File: src/rtl/core/hbridge_speed_ramp_controller_top_assert.svh
// Assertion macros for the H-bridge speed ramp controller.
// Both macros sample on the rising edge of clock; the first one is muted during reset.
`ifndef HBRIDGE_SPEED_RAMP_CONTROLLER_TOP_ASSERT_SVH
`define HBRIDGE_SPEED_RAMP_CONTROLLER_TOP_ASSERT_SVH

`ifndef NO_ASSERTIONS

`define HSRC_ASSERT(label, prop) \
   label: assert property (@(posedge clock) disable iff (reset) prop) \
      else $error("hsrc assertion failed");

`define HSRC_ASSERT_RST(label, prop) \
   label: assert property (@(posedge clock) prop) \
      else $error("hsrc reset assertion failed");

`else

`define HSRC_ASSERT(label, prop)

`define HSRC_ASSERT_RST(label, prop)

`endif

`endif

File: src/rtl/core/hsrc_pkg.sv
`default_nettype none

package hsrc_pkg;

   localparam int SPEED_W    = 9;
   localparam int DUTY_W     = 8;
   localparam int TEMP_W     = 12;
   localparam int ACTION_W   = 3;
   localparam int CFG_BYTE_W = 8;
   localparam int CSR_DATA_W = 12;
   localparam int CSR_IDX_W  = 2;

   // largest magnitude the 8-bit duty outputs can carry
   localparam int DUTY_CAP = (1 << DUTY_W) - 1;

   localparam int MAX_DUTY_DEF  = 255;
   localparam int TEMP_BITS_DEF = 12;

   localparam logic [CFG_BYTE_W-1:0] MAX_SPEED_RST  = 8'd255;
   localparam logic [CFG_BYTE_W-1:0] ACCEL_STEP_RST = 8'd5;
   localparam logic [TEMP_W-1:0]     TEMP_LIMIT_RST = 12'd3000;
   localparam logic [TEMP_W-1:0]     TEMP_HYS_RST   = 12'd100;

   typedef enum logic [ACTION_W-1:0] {
      ACT_TICK      = 3'd0,
      ACT_SET_SPEED = 3'd1,
      ACT_START     = 3'd2,
      ACT_STOP      = 3'd3,
      ACT_ESTOP     = 3'd4
   } action_type;

   typedef enum logic [CSR_IDX_W-1:0] {
      CSR_MAX_SPEED  = 2'd0,
      CSR_ACCEL_STEP = 2'd1,
      CSR_TEMP_LIMIT = 2'd2,
      CSR_TEMP_HYS   = 2'd3
   } csr_index_type;

endpackage

`default_nettype wire

File: src/rtl/core/hsrc_req_if.sv
`default_nettype none

interface hsrc_req_if;
   import hsrc_pkg::*;

   logic                       valid;
   logic                       ready;
   logic [ACTION_W-1:0]        action;
   logic [TEMP_W-1:0]          temperature;
   logic signed [SPEED_W-1:0]  speed_request;

   modport source (output valid, output action, output temperature, output speed_request,
                   input ready);
   modport sink   (input valid, input action, input temperature, input speed_request,
                   output ready);
endinterface

`default_nettype wire

File: src/rtl/core/hsrc_rsp_if.sv
`default_nettype none

interface hsrc_rsp_if;
   import hsrc_pkg::*;

   logic                       valid;
   logic                       ready;
   logic [DUTY_W-1:0]          forward_duty;
   logic [DUTY_W-1:0]          reverse_duty;
   logic                       bridge_enable;
   logic signed [SPEED_W-1:0]  current_speed;
   logic                       over_temp;
   logic                       running;

   modport source (output valid, output forward_duty, output reverse_duty,
                   output bridge_enable, output current_speed, output over_temp,
                   output running, input ready);
   modport sink   (input valid, input forward_duty, input reverse_duty,
                   input bridge_enable, input current_speed, input over_temp,
                   input running, output ready);
endinterface

`default_nettype wire

File: src/rtl/core/hbridge_speed_ramp_controller_top.sv
// H-bridge speed ramp controller. Each command item (tick with a temperature sample, set
// speed, start, stop, emergency stop) yields exactly one status item with the split
// forward/reverse duties, the signed actual speed, and the enable, over-temperature and
// run flags. An accepted item is held in the input register, and its status is
// registered into the output register as the item advances, so one item is
// taken every cycle; the only limit is the output register, which frees as soon as the
// sink takes its item. Configuration writes go straight to the registers and are meant
// for idle periods. The actual speed slews by accel_step per tick and saturates at
// plus or minus min(MAX_DUTY, 255).
`default_nettype none

`include "hbridge_speed_ramp_controller_top_assert.svh"

module hbridge_speed_ramp_controller_top #(
   parameter int MAX_DUTY  = hsrc_pkg::MAX_DUTY_DEF,
   parameter int TEMP_BITS = hsrc_pkg::TEMP_BITS_DEF
) (
   input  wire logic                             clock,
   input  wire logic                             reset,
   hsrc_req_if.sink                              req_ch,
   hsrc_rsp_if.source                            rsp_ch,
   input  wire logic                             csr_wr_en,
   input  wire logic [hsrc_pkg::CSR_IDX_W-1:0]   csr_index,
   input  wire logic [hsrc_pkg::CSR_DATA_W-1:0]  csr_wdata
);
   import hsrc_pkg::*;

   localparam int DUTY_LIM = (MAX_DUTY < DUTY_CAP) ? MAX_DUTY : DUTY_CAP;
   localparam int TW       = (TEMP_BITS < TEMP_W) ? TEMP_BITS : TEMP_W;
   localparam int WIDE_W   = SPEED_W + 2;

   localparam logic signed [WIDE_W-1:0] LIM_POS = WIDE_W'(DUTY_LIM);
   localparam logic signed [WIDE_W-1:0] LIM_NEG = -LIM_POS;

   // configuration registers
   logic [CFG_BYTE_W-1:0]       max_speed_ff;
   logic [CFG_BYTE_W-1:0]       accel_step_ff;
   logic [TEMP_W-1:0]           temp_limit_ff;
   logic [TEMP_W-1:0]           temp_hys_ff;

   // input register
   logic                        s1_valid_ff, s1_valid_in;
   action_type                  s1_action_ff;
   logic [TEMP_W-1:0]           s1_temp_ff;
   logic signed [SPEED_W-1:0]   s1_req_ff;

   // controller state
   logic signed [SPEED_W-1:0]   actual_ff, actual_in;
   logic signed [SPEED_W-1:0]   target_ff, target_in;
   logic signed [SPEED_W-1:0]   request_ff, request_in;
   logic                        run_ff, run_in;
   logic                        estop_ff, estop_in;
   logic                        enable_ff, enable_in;
   logic                        fault_ff, fault_in;

   // result register
   logic                        rsp_valid_ff, rsp_valid_in;
   logic [DUTY_W-1:0]           rsp_fwd_ff, rsp_fwd_in;
   logic [DUTY_W-1:0]           rsp_rev_ff, rsp_rev_in;

   logic                        req_take;
   logic                        rsp_free;
   logic                        s1_go;

   assign rsp_free      = !rsp_valid_ff || rsp_ch.ready;
   assign s1_go         = s1_valid_ff && rsp_free;
   assign req_ch.ready  = !s1_valid_ff || rsp_free;
   assign req_take      = req_ch.valid && req_ch.ready;

   assign s1_valid_in   = req_take ? 1'b1 : (s1_go ? 1'b0 : s1_valid_ff);
   assign rsp_valid_in  = s1_go ? 1'b1 : (rsp_ch.ready ? 1'b0 : rsp_valid_ff);

   // command decode, fault hysteresis and slew
   always_comb begin
      logic [TW-1:0]               t_s;
      logic [TW-1:0]               lim_s;
      logic [TW-1:0]               hys_s;
      logic [TW:0]                 clear_sum;
      logic signed [SPEED_W-1:0]   ms;
      logic signed [SPEED_W:0]     diff;
      logic [SPEED_W:0]            mag;
      logic signed [WIDE_W-1:0]    base;
      logic signed [WIDE_W-1:0]    stepx;
      logic signed [WIDE_W-1:0]    moved;
      logic signed [SPEED_W-1:0]   neg_actual;

      actual_in  = actual_ff;
      target_in  = target_ff;
      request_in = request_ff;
      run_in     = run_ff;
      estop_in   = estop_ff;
      enable_in  = enable_ff;
      fault_in   = fault_ff;

      t_s       = s1_temp_ff[TW-1:0];
      lim_s     = temp_limit_ff[TW-1:0];
      hys_s     = temp_hys_ff[TW-1:0];
      clear_sum = {1'b0, t_s} + {1'b0, hys_s};
      ms        = signed'({1'b0, max_speed_ff});
      diff      = '0;
      mag       = '0;
      base      = '0;
      stepx     = '0;
      moved     = '0;

      unique case (s1_action_ff)
         ACT_TICK: begin
            if (t_s >= lim_s) begin
               fault_in = 1'b1;
            end else if (clear_sum <= {1'b0, lim_s}) begin
               fault_in = 1'b0;
            end

            if (fault_in) begin
               run_in    = 1'b0;
               target_in = '0;
            end else if (run_ff) begin
               target_in = request_ff;
            end else if (!estop_ff && actual_ff == '0) begin
               enable_in = 1'b0;
            end

            diff  = {target_in[SPEED_W-1], target_in} - {actual_ff[SPEED_W-1], actual_ff};
            mag   = diff[SPEED_W] ? $unsigned(-diff) : $unsigned(diff);
            base  = WIDE_W'(actual_ff);
            stepx = signed'({3'b000, accel_step_ff});
            if (mag < {2'b00, accel_step_ff}) begin
               moved = WIDE_W'(target_in);
            end else if (target_in >= actual_ff) begin
               moved = base + stepx;
            end else begin
               moved = base - stepx;
            end
            // saturate to the duty limit
            if (moved > LIM_POS) begin
               moved = LIM_POS;
            end else if (moved < LIM_NEG) begin
               moved = LIM_NEG;
            end
            actual_in = signed'(moved[SPEED_W-1:0]);
         end
         ACT_SET_SPEED: begin
            if (s1_req_ff > ms) begin
               request_in = ms;
            end else if (s1_req_ff < -ms) begin
               request_in = -ms;
            end else begin
               request_in = s1_req_ff;
            end
         end
         ACT_START: begin
            run_in    = 1'b1;
            estop_in  = 1'b0;
            enable_in = 1'b1;
         end
         ACT_STOP: begin
            run_in    = 1'b0;
            target_in = '0;
         end
         ACT_ESTOP: begin
            actual_in = '0;
            target_in = '0;
            run_in    = 1'b0;
            estop_in  = 1'b1;
         end
         default: begin
            // unknown command: report status only
         end
      endcase

      neg_actual = -actual_in;
      rsp_fwd_in = actual_in[SPEED_W-1] ? '0 : actual_in[DUTY_W-1:0];
      rsp_rev_in = actual_in[SPEED_W-1] ? neg_actual[DUTY_W-1:0] : '0;
   end

   always_ff @(posedge clock) begin
      if (reset) begin
         max_speed_ff  <= MAX_SPEED_RST;
         accel_step_ff <= ACCEL_STEP_RST;
         temp_limit_ff <= TEMP_LIMIT_RST;
         temp_hys_ff   <= TEMP_HYS_RST;
      end else if (csr_wr_en) begin
         unique case (csr_index_type'(csr_index))
            CSR_MAX_SPEED:  max_speed_ff  <= csr_wdata[CFG_BYTE_W-1:0];
            CSR_ACCEL_STEP: accel_step_ff <= csr_wdata[CFG_BYTE_W-1:0];
            CSR_TEMP_LIMIT: temp_limit_ff <= csr_wdata[TEMP_W-1:0];
            CSR_TEMP_HYS:   temp_hys_ff   <= csr_wdata[TEMP_W-1:0];
            default: begin
            end
         endcase
      end
   end

   always_ff @(posedge clock) begin
      if (reset) begin
         s1_valid_ff  <= 1'b0;
         rsp_valid_ff <= 1'b0;
         actual_ff    <= '0;
         target_ff    <= '0;
         request_ff   <= '0;
         run_ff       <= 1'b0;
         estop_ff     <= 1'b0;
         enable_ff    <= 1'b0;
         fault_ff     <= 1'b0;
      end else begin
         s1_valid_ff  <= s1_valid_in;
         rsp_valid_ff <= rsp_valid_in;
         if (s1_go) begin
            actual_ff  <= actual_in;
            target_ff  <= target_in;
            request_ff <= request_in;
            run_ff     <= run_in;
            estop_ff   <= estop_in;
            enable_ff  <= enable_in;
            fault_ff   <= fault_in;
         end
      end
   end

   // payload registers: load the item on accept, the status on advance
   always_ff @(posedge clock) begin
      if (req_take) begin
         s1_action_ff <= action_type'(req_ch.action);
         s1_temp_ff   <= req_ch.temperature;
         s1_req_ff    <= req_ch.speed_request;
      end
      if (s1_go) begin
         rsp_fwd_ff <= rsp_fwd_in;
         rsp_rev_ff <= rsp_rev_in;
      end
   end

   assign rsp_ch.valid         = rsp_valid_ff;
   assign rsp_ch.forward_duty  = rsp_fwd_ff;
   assign rsp_ch.reverse_duty  = rsp_rev_ff;
   assign rsp_ch.bridge_enable = enable_ff;
   assign rsp_ch.current_speed = actual_ff;
   assign rsp_ch.over_temp     = fault_ff;
   assign rsp_ch.running       = run_ff;

   `HSRC_ASSERT(a_duty_one_leg, rsp_valid_ff |-> (rsp_fwd_ff == '0 || rsp_rev_ff == '0))
   `HSRC_ASSERT(a_speed_in_range, (WIDE_W'(actual_ff) <= LIM_POS && WIDE_W'(actual_ff) >= LIM_NEG))
   `HSRC_ASSERT(a_fault_stops, (s1_go && s1_action_ff == ACT_TICK && fault_in) |=> (!run_ff && target_ff == '0))
   `HSRC_ASSERT(a_estop_zero, (s1_go && s1_action_ff == ACT_ESTOP) |=> (actual_ff == '0 && estop_ff && !run_ff))
   `HSRC_ASSERT(a_duty_tracks_speed, s1_go |=> (rsp_fwd_ff == (actual_ff[SPEED_W-1] ? '0 : actual_ff[DUTY_W-1:0])))
   `HSRC_ASSERT_RST(a_reset_idle, reset |=> (!run_ff && !enable_ff && !rsp_valid_ff && actual_ff == '0))

endmodule

`default_nettype wire
File: src/flat_wrapper.sv
// flat-port wrapper written by rule: the top's interface ports become plain ports
module hbridge_speed_ramp_controller_top_flat import hsrc_pkg::*;
#(
   parameter int MAX_DUTY  = hsrc_pkg::MAX_DUTY_DEF,
   parameter int TEMP_BITS = hsrc_pkg::TEMP_BITS_DEF
)
  (clock, reset, csr_wr_en, csr_index, csr_wdata, req_ch_valid, req_ch_action, req_ch_temperature, req_ch_speed_request, req_ch_ready, rsp_ch_valid, rsp_ch_forward_duty, rsp_ch_reverse_duty, rsp_ch_bridge_enable, rsp_ch_current_speed, rsp_ch_over_temp, rsp_ch_running, rsp_ch_ready);
  hsrc_req_if req_ch_i ();
  hsrc_rsp_if rsp_ch_i ();
  input  wire logic clock;
  input  wire logic reset;
  input  wire logic csr_wr_en;
  input  wire logic [hsrc_pkg::CSR_IDX_W-1:0] csr_index;
  input  wire logic [hsrc_pkg::CSR_DATA_W-1:0] csr_wdata;
  input wire logic [$bits(req_ch_i.valid)-1:0] req_ch_valid;
  input wire logic [$bits(req_ch_i.action)-1:0] req_ch_action;
  input wire logic [$bits(req_ch_i.temperature)-1:0] req_ch_temperature;
  input wire logic [$bits(req_ch_i.speed_request)-1:0] req_ch_speed_request;
  output wire logic [$bits(req_ch_i.ready)-1:0] req_ch_ready;
  output wire logic [$bits(rsp_ch_i.valid)-1:0] rsp_ch_valid;
  output wire logic [$bits(rsp_ch_i.forward_duty)-1:0] rsp_ch_forward_duty;
  output wire logic [$bits(rsp_ch_i.reverse_duty)-1:0] rsp_ch_reverse_duty;
  output wire logic [$bits(rsp_ch_i.bridge_enable)-1:0] rsp_ch_bridge_enable;
  output wire logic [$bits(rsp_ch_i.current_speed)-1:0] rsp_ch_current_speed;
  output wire logic [$bits(rsp_ch_i.over_temp)-1:0] rsp_ch_over_temp;
  output wire logic [$bits(rsp_ch_i.running)-1:0] rsp_ch_running;
  input wire logic [$bits(rsp_ch_i.ready)-1:0] rsp_ch_ready;
  assign req_ch_i.valid = req_ch_valid;
  assign req_ch_i.action = req_ch_action;
  assign req_ch_i.temperature = req_ch_temperature;
  assign req_ch_i.speed_request = req_ch_speed_request;
  assign req_ch_ready = req_ch_i.ready;
  assign rsp_ch_valid = rsp_ch_i.valid;
  assign rsp_ch_forward_duty = rsp_ch_i.forward_duty;
  assign rsp_ch_reverse_duty = rsp_ch_i.reverse_duty;
  assign rsp_ch_bridge_enable = rsp_ch_i.bridge_enable;
  assign rsp_ch_current_speed = rsp_ch_i.current_speed;
  assign rsp_ch_over_temp = rsp_ch_i.over_temp;
  assign rsp_ch_running = rsp_ch_i.running;
  assign rsp_ch_i.ready = rsp_ch_ready;
  hbridge_speed_ramp_controller_top #(.MAX_DUTY(MAX_DUTY), .TEMP_BITS(TEMP_BITS)) u_core (.clock(clock), .reset(reset), .req_ch(req_ch_i), .rsp_ch(rsp_ch_i), .csr_wr_en(csr_wr_en), .csr_index(csr_index), .csr_wdata(csr_wdata));
endmodule
File: config.mk
export PLATFORM = sky130hd
export DESIGN_NAME = hbridge_speed_ramp_controller_top_flat
export DESIGN_NICKNAME = d
export VERILOG_FILES = /design/src/rtl/core/hsrc_pkg.sv /design/src/rtl/core/hsrc_req_if.sv /design/src/rtl/core/hsrc_rsp_if.sv /design/src/rtl/core/hbridge_speed_ramp_controller_top.sv /design/src/flat_wrapper.sv
export VERILOG_INCLUDE_DIRS = /design/src /design/src/rtl/core
export SDC_FILE = /design/constraint.sdc
export NUM_CORES = 1
export LEC_CHECK = 0
export BUFFER_PORTS_ARGS = -buffer_cell sky130_fd_sc_hd__buf_4
export CAP_MARGIN = 20
export CORE_MARGIN = 3
export CORE_UTILIZATION = 28
export DETAILED_ROUTE_END_ITERATION = 16
export GPL_TIMING_DRIVEN = 0
export HOLD_SLACK_MARGIN = 0.06
export SYNTH_ARGS = -nofsm -noshare
export SYNTH_HDL_FRONTEND = slang
export SYNTH_SLANG_ARGS = --single-unit
File: constraint.sdc
create_clock -name clock -period 14.4 [get_ports clock]
set_input_delay 2.88 -clock clock [delete_from_list [all_inputs] [get_ports clock]]
set_output_delay 2.88 -clock clock [all_outputs]
set_load 0.005 [all_outputs]
Word-level counts from Yosys, hierarchy flattened
Index checks and enable logic that the tools add are counted.
{"block": "op_classes", "add_sub_neg": 7, "magnitude_cmp": 8, "eq_ne": 11, "muxes": 27, "n_reduce_logical": 28}
{"op": "$mux 9", "count": 7}
{"op": "$pmux 9 s2", "count": 2}
{"op": "$mux 11", "count": 3}
{"op": "$sub 9x9->10", "count": 2}
{"op": "$reduce_and 2->1", "count": 8}
{"op": "$add 12x12->13", "count": 1}
{"op": "$le 13x12->1", "count": 1}
{"op": "$ge 12x12->1", "count": 1}
{"op": "$gt 11x9->1 const B", "count": 1}
{"op": "$lt 11x9->1 const B", "count": 1}
{"op": "$mux 1", "count": 11}
{"op": "$add 9x9->10", "count": 1}
{"op": "$lt 10x8->1", "count": 1}
{"op": "$mux 10", "count": 1}
{"op": "$neg 10->10", "count": 1}
{"op": "$reduce_bool 2->1", "count": 5}
{"op": "$ge 9x9->1", "count": 1}
{"op": "$gt 9x9->1", "count": 1}
{"op": "$logic_not 9->1", "count": 1}
{"op": "$lt 9x9->1", "count": 1}
{"op": "$neg 8->9", "count": 1}
{"op": "$neg 8->8", "count": 1}
{"op": "$eq 3x2->1 const B", "count": 2}
{"op": "$reduce_and 5->1", "count": 1}
{"op": "16 further kinds", "count": 25}
{"block": "word_totals", "register_bits": 113, "input_bits": 43, "wordCells": 99}

Longest topological paths before layout
Gate-level depths: netlist (run 1).
{"block": "logic_depth", "word_depth": 18, "depth_mapped": 48}

Worst setup path after synthesis (run 1)
OpenSTA, ideal clock, no wires.
{"block": "synth_timing", "kind": "reg-to-reg", "from": "register u_core.s1_temp_ff[1]", "to": "register u_core.rsp_rev_ff[7] (netlist: u_core.rsp_ch.reverse_duty[7]) (data pin)", "arrival_ps": 8895, "t_required_ps": 14253, "path_slack_ps": 5358, "stages_incl_launch_ff": 43, "synth_period_minus_slack_ps": 9042, "path_cell_list": "edfxtp_1 > ha_1 > a21o_1 > a21oi_1 > o21bai_1 > a21oi_1 > nor2b_1 > o21a_1 > o21ai_0 > nand2b_1 > a21oi_1 > o21bai_1 > a21oi_1 > xnor2_1 > ha_1 > nand3_1 > o41ai_1 > a31oi_1 > [7 not listed] > nor4_1 > nor3_1 > a21oi_1 > mux2_2 > ha_1 > a211oi_1 > nor2_1 > nor4b_1 > o31ai_1 > xnor2_1 > nand2_1 > o211ai_1 > o21ai_0 > a221o_1 > mux2i_4 > or4b_1 > or3_1 > a21oi_1"}
{"block": "synth_between", "elab_chain_len": 18, "elab_cells_between_ends": 22}
{"element": "start: declaration", "line_no": "hbridge_speed_ramp_controller_top.sv:44", "rtl": "logic [TEMP_W-1:0] s1_temp_ff;"}
{"element": "start signal: assignment", "line_no": "hbridge_speed_ramp_controller_top.sv:224", "rtl": "s1_temp_ff <= req_ch.temperature;"}
{"element": "$add 12x12->13", "line_no": "hbridge_speed_ramp_controller_top.sv:98", "rtl": "clear_sum = {1'b0, t_s} + {1'b0, hys_s};"}
{"element": "$le 13x12->1", "line_no": "hbridge_speed_ramp_controller_top.sv:110", "rtl": "end else if (clear_sum <= {1'b0, lim_s}) begin"}
{"element": "$mux 1", "line_no": "hbridge_speed_ramp_controller_top.sv:110"}
{"element": "$mux 1 *", "line_no": "hbridge_speed_ramp_controller_top.sv:108", "rtl": "if (t_s >= lim_s) begin"}
{"element": "$mux 1 *", "line_no": "hbridge_speed_ramp_controller_top.sv:106", "rtl": "unique case (s1_action_ff)"}
{"element": "$mux 9 *", "line_no": "hbridge_speed_ramp_controller_top.sv:114", "rtl": "if (fault_in) begin"}
{"element": "$mux 9 *", "line_no": "hbridge_speed_ramp_controller_top.sv:106"}
{"element": "$sub 9x9->10", "line_no": "hbridge_speed_ramp_controller_top.sv:123", "rtl": "diff = {target_in[SPEED_W-1], target_in} - {actual_ff[SPEED_W-1], actual_ff};"}
{"element": "[2 not listed]"}
{"element": "$lt 10x8->1", "line_no": "hbridge_speed_ramp_controller_top.sv:127", "rtl": "if (mag < {2'b00, accel_step_ff}) begin"}
{"element": "$mux 11 *", "line_no": "hbridge_speed_ramp_controller_top.sv:127"}
{"element": "$mux 11 *", "line_no": "hbridge_speed_ramp_controller_top.sv:106"}
{"element": "$lt 11x9->1", "line_no": "hbridge_speed_ramp_controller_top.sv:137", "rtl": "end else if (moved < LIM_NEG) begin"}
{"element": "$mux 9", "line_no": "hbridge_speed_ramp_controller_top.sv:137"}
{"element": "$mux 9 *", "line_no": "hbridge_speed_ramp_controller_top.sv:135", "rtl": "if (moved > LIM_POS) begin"}
{"element": "$pmux 9 s2 *", "line_no": "hbridge_speed_ramp_controller_top.sv:106"}
{"element": "$neg 8->8", "line_no": "hbridge_speed_ramp_controller_top.sv:171", "rtl": "neg_actual = -actual_in;"}
{"element": "end signal: assignment", "line_no": "hbridge_speed_ramp_controller_top.sv:229", "rtl": "rsp_rev_ff <= rsp_rev_in;"}
{"element": "end: declaration", "line_no": "hbridge_speed_ramp_controller_top.sv:59", "rtl": "logic [DUTY_W-1:0] rsp_rev_ff, rsp_rev_in;"}
Every way passes the cells marked *; elsewhere a longest branch is shown, timed or not. The select of a mux whose other input is x is not followed.
A chain may end at the register's enable or synchronous reset.

Worst setup path in the final report (run 1)
Ends and elaborated chain as after synthesis.

==> results of run 1 <==
## final cells by class
class | instances | area, um^2 | share of cell area, %
inverters | 59 | 221.5 | 2.278
clock inverters | 10 | 112.6 | 1.158
clock buffers | 22 | 444.2 | 4.568
multi-input cells | 743 | 5094 | 52.39
flip-flops and latches | 113 | 2663 | 27.38
well taps | 378 | 473.0 | 4.864
repair buffers | 73 | 563.0 | 5.791
plain buffers | 36 | 152.6 | 1.570
## metrics by stage
step | setup WS [ns] | utilization (%)
floorplan | 5.358 | -
detailed placement | 3.661 | 32.55
finish | 3.374 | 34.52
global route | 2.532 | 34.52
global placement | 3.689 | 32.42
CTS | 3.553 | 34.52
## cell usage in the layout (no fill, tap or decap), types with 15 or more instances in the layout
cell type / Yosys / layout
xnor2_1: 32 / 32
a21oi_1: 62 / 62
dfxtp_1: 73 / 73
a211oi_1: 22 / 22
nor2b_1: 19 / 19
buf_4: 0 / 71
o21ai_0: 32 / 32
nor2_1: 114 / 114
a21o_1: 15 / 15
edfxtp_1: 40 / 40
nand3_1: 17 / 17
nor3_1: 17 / 17
mux2i_1: 21 / 21
ha_1: 82 / 82
clkbuf_16: 0 / 17
nand2_1: 93 / 93
nand2b_1: 16 / 16
inv_1: 59 / 59
clkbuf_1: 30 / 35
## registers in the layout (all words and copies together) (netlist names)
name                         count
u_core.s1_valid_ff               1
u_core.s1_req_ff                 9
u_core.rsp_ch.running            1
u_core.s1_temp_ff               12
u_core.accel_step_ff             8
u_core.rsp_ch.over_temp          1
u_core.rsp_ch.valid              1
u_core.rsp_ch.bridge_enable      1
u_core.request_ff                9
u_core.temp_hys_ff              12
u_core.rsp_ch.reverse_duty       8
u_core.estop_ff                  1
u_core.rsp_ch.forward_duty       8
u_core.max_speed_ff              8
u_core.temp_limit_ff            12
u_core.target_ff                 9
u_core.rsp_ch.current_speed      9
u_core.s1_action_ff              3
## routing by layer
layer	vias up	part of all wire (%)
met5	-	0
met4	0	1.7
met3	26	4.5
met2	151	46
met1	3303	48
li1	3644	-
## report_power, final
part / switching, mW / internal (mW) / leakage (nW)
Sequential: 0.0147 / 0.349 / 0.980
Combinational: 0.197 / 0.150 / 2.85
Clock: 0.151 / 0.253 / 0.258
Total: 0.363 / 0.752 / 4.09
## kinds of logic after synthesis
group / count (synthesis) / share of synthesized area (%)
adders and majority gates: 85 / 13.25
DFF: 113 / 32.77
xor gates and xnor gates: 41 / 4.420
AOI/OAI and AO/OA: 235 / 19.54
buffers and inverters: 95 / 4.605
and+or+nand+nor: 352 / 21.44
muxes: 30 / 3.974
## worst max-delay path by stage
stage	endpoint	cells after the start	start	slack (ns)
2_1_floorplan	u_core.rsp_ch.reverse_duty[7]	42	u_core.s1_temp_ff[1]	5.36
3_3_place_gp	u_core.rsp_ch.reverse_duty[7]	41	u_core.s1_temp_ff[1]	3.69
3_5_place_dp	u_core.rsp_ch.reverse_duty[7]	41	u_core.s1_temp_ff[1]	3.66
4_1_cts	u_core.rsp_ch.reverse_duty[7]	41	u_core.s1_temp_ff[1]	3.55
5_1_grt	u_core.rsp_ch.reverse_duty[7]	42	u_core.s1_temp_ff[1]	2.53
6_report	u_core.rsp_ch.reverse_duty[7]	41	u_core.s1_temp_ff[1]	3.37
## critical path: cells and delay by family, from the launching register on
family,cells,cell delay (ns)
xor gates and xnor gates,2,0.39
AOI/OAI and AO/OA,19,5.04
DFF,1,0.42
buffers and inverters,1,0.33
adders and majority gates,4,1.09
muxes,1,0.45
and+or+nand+nor,14,3.17
==> flow_metrics.env, run 1 <==
export IMPL_dr_pass1_iters=5
export IMPL_die_w_um=176.3
export IMPL_syn_nets=1078
export IMPL_dp_hpwl_mm=17.72
export IMPL_grt_pass1_vias=6926
export IMPL_cts_resized_gates=0
export IMPL_fillers=2937
export IMPL_crit_type="register to register"
export IMPL_synth_seq_cells=113
export IMPL_min_to="u_core.temp_limit_ff[6]"
export IMPL_ys_flop_type="dfxtp_1"
export IMPL_synth_edff_count=40
export IMPL_area_delta_synth_final_pct=19.68
export IMPL_setup_viol=0
export IMPL_async_flop_share_pct=0
export IMPL_grt_usage_pct=14.60
export IMPL_fmax_mhz=90.69
export IMPL_cts_setup_buffers=0
export IMPL_crit_slowest_cell="a21oi_1"
export IMPL_grt_max_degree=20
export IMPL_clock_latency_ns=0.42
export IMPL_status="finished clean"
export IMPL_dpl_instance_area_mm2=0.009166
export IMPL_drc=0
export IMPL_clk_pin_slew_worst_paths_ns=0.06
export IMPL_synth_warnings=0
export IMPL_fin_setup_tns_ns=0
export IMPL_ir_drop_v=0.00007642
export IMPL_postRouteAntennaNets=0
export IMPL_critPathMaxStageDelay_ns=0.59
export IMPL_busiest_layer="met2"
export IMPL_clockRootBuffer="clkbuf_16"
export IMPL_worst_clock_skew_ns=0.01248
export IMPL_via_count=7124
export IMPL_maxSlewHeadroom_pct=33.03
export IMPL_worst_pin_slew_ns=0.9766
export IMPL_nets=1170
export IMPL_r2r_start="u_core.s1_temp_ff[1]"
export IMPL_hp_class="register to register"
export IMPL_first_iter_violations=359
export IMPL_cts_hold_buf=0
export IMPL_start_util_pct=28.85
export IMPL_drive_above_1_share_pct=12.41
export IMPL_finalCriticalPeriod_ns=11.03
export IMPL_rows=61
export IMPL_cp_end_kind="register"
export IMPL_crit_arrival_ns=11.29
export IMPL_synth_area_leaders="dfxtp_1 18%, edfxtp_1 15%, ha_1 13%"
export IMPL_p_total_mw=1.115
export IMPL_p_leak_nw=4.087
export IMPL_synthTopCellsByCount="114 x nor2_1, 93 x nand2_1, 82 x ha_1, 73 x dfxtp_1, 62 x a21oi_1"
export IMPL_syn_area_per_cell_um2=8.543
export IMPL_ys_types=76
export IMPL_antenna_found_initial=0
export IMPL_io_buffers=71
export IMPL_cp_max_fo=10
export IMPL_hp_start="u_core.temp_limit_ff[6]"
export IMPL_die_area_mm2=0.03109
export IMPL_drt_total_wl_mm=22.48
export IMPL_antenna_cells=0
export IMPL_via_per_inst=4.968
export IMPL_cts_made_buffers=17
export IMPL_met1_usage_pct=19.82
export IMPL_p_per_area_mw_per_mm2=114.7
export IMPL_rr_worst_depth=41
export IMPL_yosysMostFrequentCell="nor2_1"
export IMPL_crit_path_start_kind="register"
export IMPL_r2r_slack_ns=3.37
export IMPL_hold_slack_ns=0.4548
export IMPL_holdPathStages=2
export IMPL_layoutNonFillerInstCount=1434
export IMPL_grt_first_pass_wirelength_mm=36.35
export IMPL_wl_per_cell_um=15.68
export IMPL_cp_common_cell="a21oi_1"
export IMPL_numClockSinks=113
export IMPL_die_h_um=176.3
export IMPL_required_ns=14.67
export IMPL_drv_max_cap_violation_count=0
export IMPL_cts_tree="yes"
export IMPL_io_pins=73
export IMPL_place_gp_congestion=0.8973
export IMPL_synth_cells=951
export IMPL_dp_cells=1402
export IMPL_synth_seq_area_share_pct=32.77
export IMPL_fin_area_mm2=0.009723
export IMPL_core_area_mm2=0.02816
export IMPL_cts_buffer_depth=2
export IMPL_overflow=0
export IMPL_min_period_over_period_pct=76.57
export IMPL_cts_max_level=4
export IMPL_yosysTopAreaCell="dfxtp_1"
export IMPL_grt_util_met3_pct=2.753
export IMPL_slew_violations=0
export IMPL_syn_area_mm2=0.008124
export IMPL_rsz0062_at_grt="false"
export IMPL_synth_top_cell_area_share_pct=17.99
export IMPL_use_met2_pct=23.59
export IMPL_r2r_end="u_core.rsp_ch.reverse_duty[7]"
export IMPL_hold_violations=0
(Power assumes the default switching activity.)
==> inputs of run 2 (changes only) <==
==> constraint.sdc (replaced) <==
create_clock -name clock -period 9.45 [get_ports clock]
set_input_delay 1.89 -clock clock [delete_from_list [all_inputs] [get_ports clock]]
set_output_delay 1.89 -clock clock [all_outputs]
set_load 0.005 [all_outputs]
==> flow_metrics.env, run 2 (synthesis gave the netlist of run 1 again) <==
export IMPL_fin_area_mm2=0.01025
export IMPL_hp_start="u_core.temp_limit_ff[6]"
export IMPL_p_sw_uw=585.9
export IMPL_io_buffers=71
export IMPL_final_util_pct=36.38
export IMPL_postRouteAntennaNets=0
export IMPL_via_count=7277
export IMPL_power_share_switching_pct=33.05
export IMPL_dr_pass1_iters=5
export IMPL_finalCriticalPeriod_ns=8.997
export IMPL_p_per_area_mw_per_mm2=173.0
export IMPL_fillers=2882
export IMPL_wl_per_cell_um=15.94
export IMPL_dp_hpwl_mm=17.72
export IMPL_fmax_mhz=111.1
export IMPL_r2r_start="u_core.s1_temp_ff[1]"
export IMPL_cts_tree="yes"
export IMPL_die_h_um=176.3
export IMPL_io_pins=73
export IMPL_biggestRegsByFlops="u_core.s1_temp_ff: 12 flops, u_core.temp_hys_ff: 12 flops, u_core.temp_limit_ff: 12 flops"
export IMPL_core_area_mm2=0.02816
export IMPL_start_util_pct=28.85
export IMPL_status="finished clean"
export IMPL_clk_pin_slew_worst_paths_ns=0.06
export IMPL_most_common_layout_cells="108 x nor2_1, 94 x buf_4, 91 x nand2_1"
export IMPL_setup_viol=0
export IMPL_crit_buf_inv=1
export IMPL_drv_max_cap_violation_count=0
export IMPL_dp_cells=1402
export IMPL_clockPowerShare_pct=34.8
export IMPL_rr_worst_depth=41
export IMPL_cp_max_fo=10
export IMPL_drt_total_wl_mm=23.19
export IMPL_grt_usage_pct=14.83
export IMPL_crit_arrival_ns=9.26
export IMPL_area_delta_synth_final_pct=26.12
export IMPL_die_area_mm2=0.03109
export IMPL_path_delay_family="compound AO/OA/AOI/OAI gates"
export IMPL_die_w_um=176.3
export IMPL_r2r_slack_ns=0.45
export IMPL_worst_clock_skew_ns=0.01503
export IMPL_p_comb_share_pct=33.9
export IMPL_cts_max_level=4
export IMPL_p_int_mw=1.187
export IMPL_maxSlewHeadroom_pct=31.47
export IMPL_rows=61
export IMPL_grt_first_pass_wirelength_mm=36.87
export IMPL_worst_pin_slew_ns=0.9993
export IMPL_antenna_found_initial=0
export IMPL_crit_slowest_cell="o31ai_1"
export IMPL_crit_type="register to register"
export IMPL_drc=0
export IMPL_first_iter_violations=393
export IMPL_required_ns=9.71
export IMPL_grt_pass1_vias=6943
export IMPL_cts_hold_buf=0
export IMPL_grt_max_degree=20
export IMPL_overflow=0
export IMPL_crit_path_start_kind="register"
export IMPL_cp_end_kind="register"
export IMPL_hp_class="register to register"
export IMPL_clock_latency_ns=0.42
export IMPL_via_per_inst=5.001
export IMPL_slew_violations=0
export IMPL_min_period_over_period_pct=95.21
export IMPL_p_leak_nw=4.259
export IMPL_holdPathStages=2
export IMPL_final_common_cell="nor2_1"
export IMPL_clockRootBuffer="clkbuf_16"
export IMPL_drive_above_1_share_pct=19.03
export IMPL_hold_violations=0
export IMPL_antenna_cells=0
export IMPL_cts_buffer_depth=2
export IMPL_ir_drop_v=0.0001205
export IMPL_critPathMaxStageDelay_ns=0.68
export IMPL_dpl_instance_area_mm2=0.009166
export IMPL_place_gp_congestion=0.8973
export IMPL_layoutNonFillerInstCount=1455
export IMPL_nets=1191
export IMPL_numClockSinks=113
export IMPL_cts_made_buffers=17
export IMPL_min_to="u_core.temp_limit_ff[6]"
export IMPL_r2r_end="u_core.rsp_ch.reverse_duty[7]"
export IMPL_power_frac_seq_pct=31.3
run 2: worst max-delay path by stage:
stage | cells after the start | slack [ns] | endpoint | start
3_3_place_gp | 41 | -1.26 | u_core.rsp_ch.reverse_duty[7] | u_core.s1_temp_ff[1]
2_1_floorplan | 42 | 0.41 | u_core.rsp_ch.reverse_duty[7] | u_core.s1_temp_ff[1]
4_1_cts | 43 | 0.01 | u_core.rsp_ch.reverse_duty[6] | u_core.s1_temp_ff[1]
5_1_grt | 45 | -0.1 | u_core.rsp_ch.reverse_duty[6] | u_core.s1_temp_ff[1]
6_report | 41 | 0.45 | u_core.rsp_ch.reverse_duty[7] | u_core.s1_temp_ff[1]
3_5_place_dp | 41 | -1.29 | u_core.rsp_ch.reverse_duty[7] | u_core.s1_temp_ff[1]
run 2: power by group through the flow:
stage / clock (mW) / combinational [mW] / sequential, mW
6_report: 0.617 / 0.601 / 0.555
5_1_grt: 0.649 / 0.667 / 0.557
4_1_cts: 0.630 / 0.549 / 0.555
3_5_place_dp: 0 / 0.522 / 0.564
3_3_place_gp: 0 / 0.513 / 0.565
2_1_floorplan: 0 / 0.392 / 0.556
run 2: through the flow:
| step | hold slack [ns] | setup slack (ns) | power (mW) | setup TNS (ns) |
|---|---|---|---|---|
| 6_report | 0.4548 | 0.4526 | 1.773 | 0 |
| 4_1_cts | 0.4542 | 0.01495 | 1.733 | 0 |
| 2_1_floorplan | 0.4363 | 0.4081 | 0.9484 | 0 |
| 5_1_grt | 0.4917 | -0.09547 | 1.873 | -0.2468 |
| 3_3_place_gp | 0.4450 | -1.261 | 1.078 | -17.85 |
| 3_5_place_dp | 0.4467 | -1.289 | 1.086 | -18.51 |
run 2: worst min-delay path, stage by stage (launching register included):
cell and delay (ns):
dfxtp_1 0.30, nand2_1 0.05, a21oi_1 0.05
run 2: layer usage:
| metal | part of all wire, % | up-vias | global-route usage (%) |
|---|---|---|---|
| li1 | - | 3671 | - |
| met4 | 1.7 | 0 | 4.223 |
| met3 | 4.8 | 32 | 2.774 |
| met1 | 47 | 3404 | 20.21 |
| met5 | 0 | - | 0 |
| met2 | 46 | 170 | 24.05 |
run 2: timing repair:
item	4_1_cts	5_1_grt
resized for setup	34	39
pin swaps	7	28
setup buffers	7	17
endpoints found under the setup margin	25	24
run 2: area by class of cell:
class | instances | area, um^2 | share of cell area (%)
clock inverters | 10 | 112.6 | 1.099
multi-input cells | 743 | 5435 | 53.05
clock buffers | 22 | 444.2 | 4.335
flip-flops and latches | 113 | 2663 | 25.99
well taps | 378 | 473.0 | 4.616
inverters | 59 | 221.5 | 2.161
plain buffers | 33 | 150.1 | 1.465
repair buffers | 97 | 747.0 | 7.290
==> inputs of run 3 (changes only) <==
--- a/config.mk
+++ b/config.mk
@@ -6,7 +6,7 @@
 export SDC_FILE = /design/constraint.sdc
 export NUM_CORES = 1
 export LEC_CHECK = 0
-export BUFFER_PORTS_ARGS = -buffer_cell sky130_fd_sc_hd__buf_4
+export BUFFER_PORTS_ARGS = -buffer_cell sky130_fd_sc_hd__buf_2
 export CAP_MARGIN = 20
 export CORE_MARGIN = 3
 export CORE_UTILIZATION = 28
==> flow_metrics.env, run 3 (synthesis gave the netlist of run 1 again) <==
export IMPL_rows=61
export IMPL_crit_path_start_kind="register"
export IMPL_grt_pass1_vias=6834
export IMPL_die_w_um=176.3
export IMPL_start_util_pct=28.85
export IMPL_drt_total_wl_mm=23.31
export IMPL_numClockSinks=113
export IMPL_cts_max_level=4
export IMPL_dp_cells=1402
export IMPL_antenna_found_initial=0
export IMPL_critPathMaxStageDelay_ns=0.46
export IMPL_core_area_mm2=0.02816
export IMPL_drive_above_1_share_pct=19.24
export IMPL_fmax_mhz=110.9
export IMPL_dr_pass1_iters=5
export IMPL_crit_arrival_ns=9.29
export IMPL_via_per_inst=4.984
export IMPL_layoutNonFillerInstCount=1454
export IMPL_p_leak_nw=4.210
export IMPL_grt_max_degree=20
export IMPL_worst_clock_skew_ns=0.01230
export IMPL_power_share_switching_pct=33.83
export IMPL_crit_type="register to register"
export IMPL_p_comb_share_pct=33.9
export IMPL_hold_slack_ns=0.4628
export IMPL_slew_violations=0
export IMPL_maxSlewHeadroom_pct=30.01
export IMPL_setup_ws_ns=0.4288
export IMPL_p_per_area_mw_per_mm2=174.7
export IMPL_drc=0
export IMPL_overflow=0
export IMPL_wl_per_cell_um=16.03
export IMPL_status="finished clean"
export IMPL_hp_start="u_core.temp_limit_ff[1]"
export IMPL_dp_hpwl_mm=17.79
export IMPL_biggestRegsByFlops="u_core.s1_temp_ff: 12 flops, u_core.temp_hys_ff: 12 flops, u_core.temp_limit_ff: 12 flops"
export IMPL_postRouteAntennaNets=0
export IMPL_power_frac_seq_pct=31.5
export IMPL_via_count=7247
export IMPL_clk_pin_slew_worst_paths_ns=0.06
export IMPL_dp_slack_ns=-1.334
export IMPL_r2r_start="u_core.s1_temp_ff[1]"
export IMPL_r2r_end="u_core.rsp_ch.reverse_duty[7]"
export IMPL_cts_hold_buf=0
export IMPL_antenna_cells=0
export IMPL_clock_latency_ns=0.42
export IMPL_final_util_pct=35.81
export IMPL_crit_slowest_cell="or4b_1"
export IMPL_cts_buffer_depth=2
export IMPL_grt_usage_pct=14.69
export IMPL_hold_violations=0
export IMPL_cp_end_kind="register"
export IMPL_r2r_slack_ns=0.43
export IMPL_cts_tree="yes"
export IMPL_fin_setup_tns_ns=0
export IMPL_place_gp_congestion=0.8933
export IMPL_p_sw_uw=595.9
export IMPL_rr_worst_depth=43
export IMPL_min_period_over_period_pct=95.46
export IMPL_cts_made_buffers=17
export IMPL_nets=1190
export IMPL_hp_class="register to register"
export IMPL_cp_common_cell="a21oi_2"
export IMPL_most_common_layout_cells="108 x nor2_1, 91 x nand2_1, 76 x ha_1"
export IMPL_die_area_mm2=0.03109
export IMPL_io_buffers=71
export IMPL_worst_pin_slew_ns=1.021
export IMPL_grt_first_pass_wirelength_mm=36.25
export IMPL_fillers=2864
export IMPL_finalCriticalPeriod_ns=9.021
export IMPL_clockRootBuffer="clkbuf_16"
export IMPL_ir_drop_v=0.0001264
export IMPL_die_h_um=176.3
export IMPL_clockPowerShare_pct=34.6
export IMPL_first_iter_violations=337
export IMPL_final_common_cell="nor2_1"
export IMPL_setup_viol=0
export IMPL_holdPathStages=2
export IMPL_area_delta_synth_final_pct=24.13
export IMPL_required_ns=9.72
export IMPL_min_to="u_core.temp_limit_ff[1]"
export IMPL_io_pins=73
export IMPL_drv_max_cap_violation_count=0
export IMPL_p_int_mw=1.166
export IMPL_cp_max_fo=8
-- run 3: cell types whose count changed in the layout (fill, tap and decap cells not counted), moves of 2 or more --
cell	before	now
buf_2	2	73
clkbuf_16	17	19
bufinv_16	2	0
clkinv_4	1	3
clkinvlp_4	4	1
buf_4	94	22
-- run 3: timing repair --
action | CTS | global route
pin swaps | 7 | 30
setup endpoints to repair | 25 | 25
setup buffers | 5 | 18
hold endpoints to repair | 0 | 0
resized for setup | 29 | 46
-- run 3: critical path, delay by kind of cell (launching register included) --
family | cells | cell delay, ns
AO/OA/AOI/OAI | 18 | 3.18
AND/OR/NAND/NOR | 15 | 2.81
adder cells (fa/ha/maj) | 4 | 1.29
multiplexers | 2 | 0.53
flip-flops | 1 | 0.42
buffers and inverters | 2 | 0.34
XOR/XNOR | 2 | 0.30
-- run 3: metrics by stage --
stage / power (mW) / cell area (um^2)
6_report: 1.762 / 10080
5_1_grt: 1.860 / 10080
4_1_cts: 1.716 / 9719
3_5_place_dp: 1.076 / 8989
3_3_place_gp: 1.068 / 8952
2_1_floorplan: 0.9484 / 8124
-- run 3: worst max path at each step --
stage                               endpoint                  from  slack (ns)
2_1_floorplan  u_core.rsp_ch.reverse_duty[7]  u_core.s1_temp_ff[1]        0.41
3_3_place_gp   u_core.rsp_ch.reverse_duty[7]  u_core.s1_temp_ff[1]       -1.23
3_5_place_dp   u_core.rsp_ch.reverse_duty[7]  u_core.s1_temp_ff[1]       -1.33
4_1_cts        u_core.rsp_ch.reverse_duty[7]  u_core.s1_temp_ff[1]      -0.004
5_1_grt        u_core.rsp_ch.reverse_duty[5]  u_core.s1_temp_ff[1]       -0.18
6_report       u_core.rsp_ch.reverse_duty[7]  u_core.s1_temp_ff[1]        0.43
-- run 3: routing by layer --
layer / track usage, % / vias up / share of wire (%)
li1: - / 3680 / -
met5: 0 / - / 0
met3: 3.183 / 21 / 4.9
met1: 19.62 / 3381 / 47
met2: 24.31 / 165 / 47
met4: 3.535 / 0 / 1.2
-- run 3: layout make-up --
class / count / area (um^2) / share of cell area [%]
multi-input combinational: 743 / 5455 / 54.09
sequential: 113 / 2663 / 26.40
timing repair buffer: 96 / 561.8 / 5.571
clock buffer: 25 / 508.0 / 5.037
tap: 378 / 473.0 / 4.690
inverter: 59 / 221.5 / 2.196
buffer: 33 / 153.9 / 1.526
clock inverter: 7 / 48.80 / 0.4839
-- run 3: power groups by stage --
stage | combinational (mW) | sequential, mW | clock (mW)
global route | 0.661 | 0.557 | 0.643
floorplan | 0.392 | 0.556 | 0
global placement | 0.503 | 0.564 | 0
detailed placement | 0.512 | 0.564 | 0
finish | 0.598 | 0.554 | 0.610
CTS | 0.539 | 0.554 | 0.623
